==> config.mk <==
export PLATFORM = sky130hd
export DESIGN_NAME = rsd_victim_pick
export DESIGN_NICKNAME = d
export VERILOG_FILES = /design/src/design/rsd_pkg.sv /design/src/design/rsd_victim_pick.sv
export SDC_FILE = /design/constraint.sdc
export NUM_CORES = 1
export LEC_CHECK = 0
export BUFFER_PORTS_ARGS = -buffer_cell sky130_fd_sc_hd__buf_4
export CORE_ASPECT_RATIO = 1.2
export CORE_MARGIN = 1.5
export CORE_UTILIZATION = 40
export DETAILED_ROUTE_END_ITERATION = 8
export GPL_TIMING_DRIVEN = 1
export MAX_ROUTING_LAYER = met4
export PLACE_DENSITY = 0.76
export REMOVE_ABC_BUFFERS = 1
export SLEW_MARGIN = 15
export SYNTH_ARGS = -nofsm -noshare
export SYNTH_HDL_FRONTEND = slang
export SYNTH_SLANG_ARGS = --single-unit
export TNS_END_PERCENT = 20
==> constraint.sdc <==
create_clock -name vclk -period 4.3
set_clock_uncertainty 0.1 [all_clocks]
set_input_delay 0.645 -clock vclk [all_inputs]
set_output_delay 0.645 -clock vclk [all_outputs]
set_load 0.02 [all_outputs]
==> src/design/rsd_pkg.sv <==
// ----------------------------------------------------------------------------
// rsd_pkg
// Shared constants, types and the signature hash for the RRIP/SHiP/DIP
// replacement unit.
// ----------------------------------------------------------------------------
package rsd_pkg;

	localparam int NUM_SETS    = 2048;
	localparam int SET_W       = $clog2(NUM_SETS);
	localparam int NUM_WAYS    = 16;
	localparam int WAY_W       = $clog2(NUM_WAYS);
	localparam int SIG_ENTRIES = 1024;
	localparam int SIG_W       = $clog2(SIG_ENTRIES);
	localparam int DUEL_PERIOD = 64;
	localparam int DUEL_W      = $clog2(DUEL_PERIOD);
	localparam int PC_W        = 64;
	localparam int HASH_SH_A   = 13;
	localparam int HASH_SH_B   = 23;
	localparam int SEL_W       = 10;

	localparam logic [1:0]       RRPV_DISTANT = 2'd3;
	localparam logic [1:0]       RRPV_NEAR    = 2'd0;
	localparam logic [1:0]       CTR_TOP      = 2'd3;
	localparam logic [1:0]       CTR_ZERO     = 2'd0;
	localparam logic [1:0]       SIG_RESET    = 2'd1;
	localparam logic [SEL_W-1:0] SEL_TOP      = 10'd1023;
	localparam logic [SEL_W-1:0] SEL_MID      = 10'd511;
	localparam logic [SEL_W-1:0] SEL_ZERO     = 10'd0;

	typedef enum logic {
		OP_VICTIM = 1'b0,
		OP_UPDATE = 1'b1
	} op_t;

	// one 2-bit field per way
	typedef logic [NUM_WAYS-1:0][1:0] row_t;

	typedef struct packed {
		logic [WAY_W-1:0] way;
		row_t             aged;
	} victim_t;

	// Signature index: low bits of pc ^ pc>>13 ^ pc>>23
	function automatic logic [SIG_W-1:0] sig_hash(input logic [PC_W-1:0] pc);
		logic [PC_W-1:0] h;
		h = pc ^ (pc >> HASH_SH_A) ^ (pc >> HASH_SH_B);
		return h[SIG_W-1:0];
	endfunction

endpackage

==> src/design/rsd_victim_pick.sv <==
// ----------------------------------------------------------------------------
// rsd_victim_pick
// Ages one set row so its oldest lines reach the distant value and picks the
// first dead distant line, else the first distant line.
// ----------------------------------------------------------------------------
module rsd_victim_pick (
	input  rsd_pkg::row_t    rr_row,
	input  rsd_pkg::row_t    dc_row,
	output rsd_pkg::victim_t pick
);

	logic       has3, has2, has1;
	logic [1:0] top;
	logic [1:0] age;
	logic [rsd_pkg::WAY_W-1:0] first_dead, first_dist;
	logic       dead_found;

	always_comb begin
		has3 = 1'b0;
		has2 = 1'b0;
		has1 = 1'b0;
		for (int w = 0; w < rsd_pkg::NUM_WAYS; w++) begin
			has3 = has3 | (rr_row[w] == 2'd3);
			has2 = has2 | (rr_row[w] == 2'd2);
			has1 = has1 | (rr_row[w] == 2'd1);
		end
		top = has3 ? 2'd3 : (has2 ? 2'd2 : (has1 ? 2'd1 : 2'd0));
		age = rsd_pkg::RRPV_DISTANT - top;
	end

	always_comb begin
		first_dead = '0;
		first_dist = '0;
		dead_found = 1'b0;
		// scan from the top so the lowest matching way wins
		for (int w = rsd_pkg::NUM_WAYS - 1; w >= 0; w--) begin
			if (rr_row[w] == top) begin
				first_dist = w[rsd_pkg::WAY_W-1:0];
				if (dc_row[w] == rsd_pkg::CTR_ZERO) begin
					first_dead = w[rsd_pkg::WAY_W-1:0];
					dead_found = 1'b1;
				end
			end
		end
		for (int w = 0; w < rsd_pkg::NUM_WAYS; w++) begin
			pick.aged[w] = rr_row[w] + age;
		end
		pick.way = dead_found ? first_dead : first_dist;
	end

endmodule

==> flow_summary.toml <==
[floorplanning]
initial_core_util_pct = 42.2
die-area_mm2 = 0.00425
die_h_um = 71.1
row_count = 24
coreArea_mm2 = 0.00366
die_x_um = 59.7
io_pins = 100

[drt]
firstDrtPassIters = 4
avgRoutedWirePerCell_um = 15.7
remaining_drc_errors = 0
detailroute.via_count = 2061
ant_nets = 0
wl_um = 5830
via_per_inst = 5.56
drt-initial-drc-count = 81

[critical_path]
arrival_ns = 3.38
start_kind = "input port"
worstPathRequired_ns = 3.56
crit_path_end_kind = "output port"
worstSetupPathType = "input port to output port"
crit_fanout = 13

[grt]
grt_start_max_net_pins = 26
grt_pass1_wl_um = 9450
grt_usage_pct = 28.8
grt_pass1_vias = 1996
overflow = 0
antenna_found_initial = 0

[placed_design]
portBuffers = 100
placed_area_mm2 = 0.00236
hpwl_um = 5040
dp_cells = 370
gp_congestion = 0.929

[pwr]
power_density_mw_per_mm2 = 112
leakage_nw = 1.19
ir_drop_mv = 0.0783

[sta]
setup_viol = 0
worst_hold_slack_ns = 1.56
max_slew_margin_pct = 66.5
hold_viol_final = 0
fmaxAchievable_ghz = 0.243
fin_crit_sh_pct = 95.8
min_period_ns = 4.12
slew_violations = 0
tightest_slew_ns = 0.501
rsz0062_at_grt = "false"

[yosys]
ys_warn_count = 0
synthCells = 219
synth_area_mm2 = 0.00155
ys_types = 42
yosysSeqAreaShare_pct = 0
avgSynthCellArea_um2 = 7.06

[final_layout]
diodes = 0
clock_buffers = 0
layout.nets = 402
area_growth_pct = 53.4
fin_area_mm2 = 0.00237
regArea_um2 = 0
final_cells = 371
drive_gt1_share_pct = 39.5
seq_cells = 0

[flow_run]
drv_cap = 0

[cts]
cts_setup_buffers = 0
cts_hold_buffers = 0
cts_resized = 0

[status]
status = "finished clean"

[hold_path]
hold_path_class = "input port to output port"
==> metrics by stage <==
stage          power [mW]  utilization (%)  worst slack (ns)  setup TNS (ns)
2_1_floorplan       0.139                -            -0.102          -0.171
3_3_place_gp        0.261             64.5             0.290               0
3_5_place_dp        0.262             64.5             0.186               0
4_1_cts             0.263             64.5             0.168               0
5_1_grt             0.285             64.7          0.000928               0
6_report            0.264             64.7             0.179               0
==> critical path, cell delays in order <==
cell and delay (ns):
buf_4 0.13, a22o_1 0.23, a221oi_2 0.21, nand4_2 0.17, a21oi_1 0.21, buf_4 0.24
ha_1 0.28, o211ai_1 0.24, nand4_1 0.28, nor4_4 0.32, o311ai_1 0.15, o21ai_1 0.10
buf_4 0.16
==> final timing paths <==
check                  start  slack, ns  cells past startpoint  endpoint
setup / recovery  rr_row[13]       0.18                     13  pick[34]
hold / removal    rr_row[14]       1.56                      3  pick[14]
==> layout by cell type, fill, tap and decap left out, types with 3 or more instances in the layout <==
master / synthesis / routed
nand2b_1: 17 / 17
a31oi_1: 4 / 4
o21a_1: 4 / 4
o21ai_0: 9 / 9
nand2_1: 15 / 15
nand4_1: 5 / 5
a21oi_1: 3 / 3
buf_4: 1 / 104
nand3_1: 3 / 3
a221oi_2: 4 / 4
a22o_1: 4 / 4
o21ai_1: 9 / 9
o211ai_2: 8 / 8
o22ai_1: 6 / 6
nor2_1: 36 / 36
o211ai_1: 9 / 9
ha_1: 17 / 17
xnor2_1: 16 / 16
o2111ai_1: 3 / 3
inv_1: 15 / 15
==> area by class of cell <==
cell class / instances / area [µm²]
Inverter: 16 / 60.1
Timing Repair Buffer: 105 / 801
Tap cell: 52 / 65.1
Multi-Input combinational cell: 198 / 1450
Fill cell: 374 / 1290
==> logic make-up (layout without fill, tap and decap cells) <==
group / count (synthesis) / after routing / share of synthesized area [%]
and+or+nand+nor: 88 / 88 / 30.4
adders and majority gates: 17 / 17 / 13.8
xor gates and xnor gates: 16 / 16 / 9.07
buffers and inverters: 21 / 121 / 6.48
AOI/OAI and AO/OA: 77 / 77 / 40.3
==> synthesized netlist by cell type (2+ instances only) <==
cell type / count / area share (%)
a22o_1: 4 / 2.3
nor2_1: 36 / 8.7
buf_6: 2 / 1.5
nor2b_4: 2 / 1.8
nand2_1: 15 / 3.6
nand4_1: 5 / 2.0
ha_1: 17 / 14
o211ai_2: 8 / 6.5
a221oi_1: 2 / 1.1
o211a_1: 2 / 1.3
o21ai_1: 9 / 2.9
o21a_1: 4 / 1.9
a31oi_1: 4 / 1.6
o2111ai_1: 3 / 1.7
nand2b_1: 17 / 6.9
nor2b_1: 2 / 0.81
o311ai_1: 2 / 1.1
inv_1: 15 / 3.6
a221oi_2: 4 / 3.9
nor3_1: 2 / 0.65
o211ai_1: 9 / 4.4
o22ai_1: 6 / 2.4
xnor2_1: 16 / 9.1
a21oi_1: 3 / 0.97
o21ai_0: 9 / 2.9
nand4_2: 2 / 1.6
nand3_1: 3 / 0.97
buf_2: 2 / 0.65
==> power by group <==
part	total [mW]	leakage (nW)	internal (mW)	switching, mW
sequential	0	0	0	0
clock	0	0	0	0
combinational	0.264	1.19	0.126	0.138
total	0.264	1.19	0.126	0.138
==> per-layer routing <==
layer  track usage (%)  share of wire, %  vias up
met3              1.10               4.4       10
li1                  -                 -     1033
met5                 -                 0        -
met2              49.0                51       68
met4              6.67               1.9        0
met1              36.9                43      950
No activity file was read; power rests on OpenSTA's default activity.
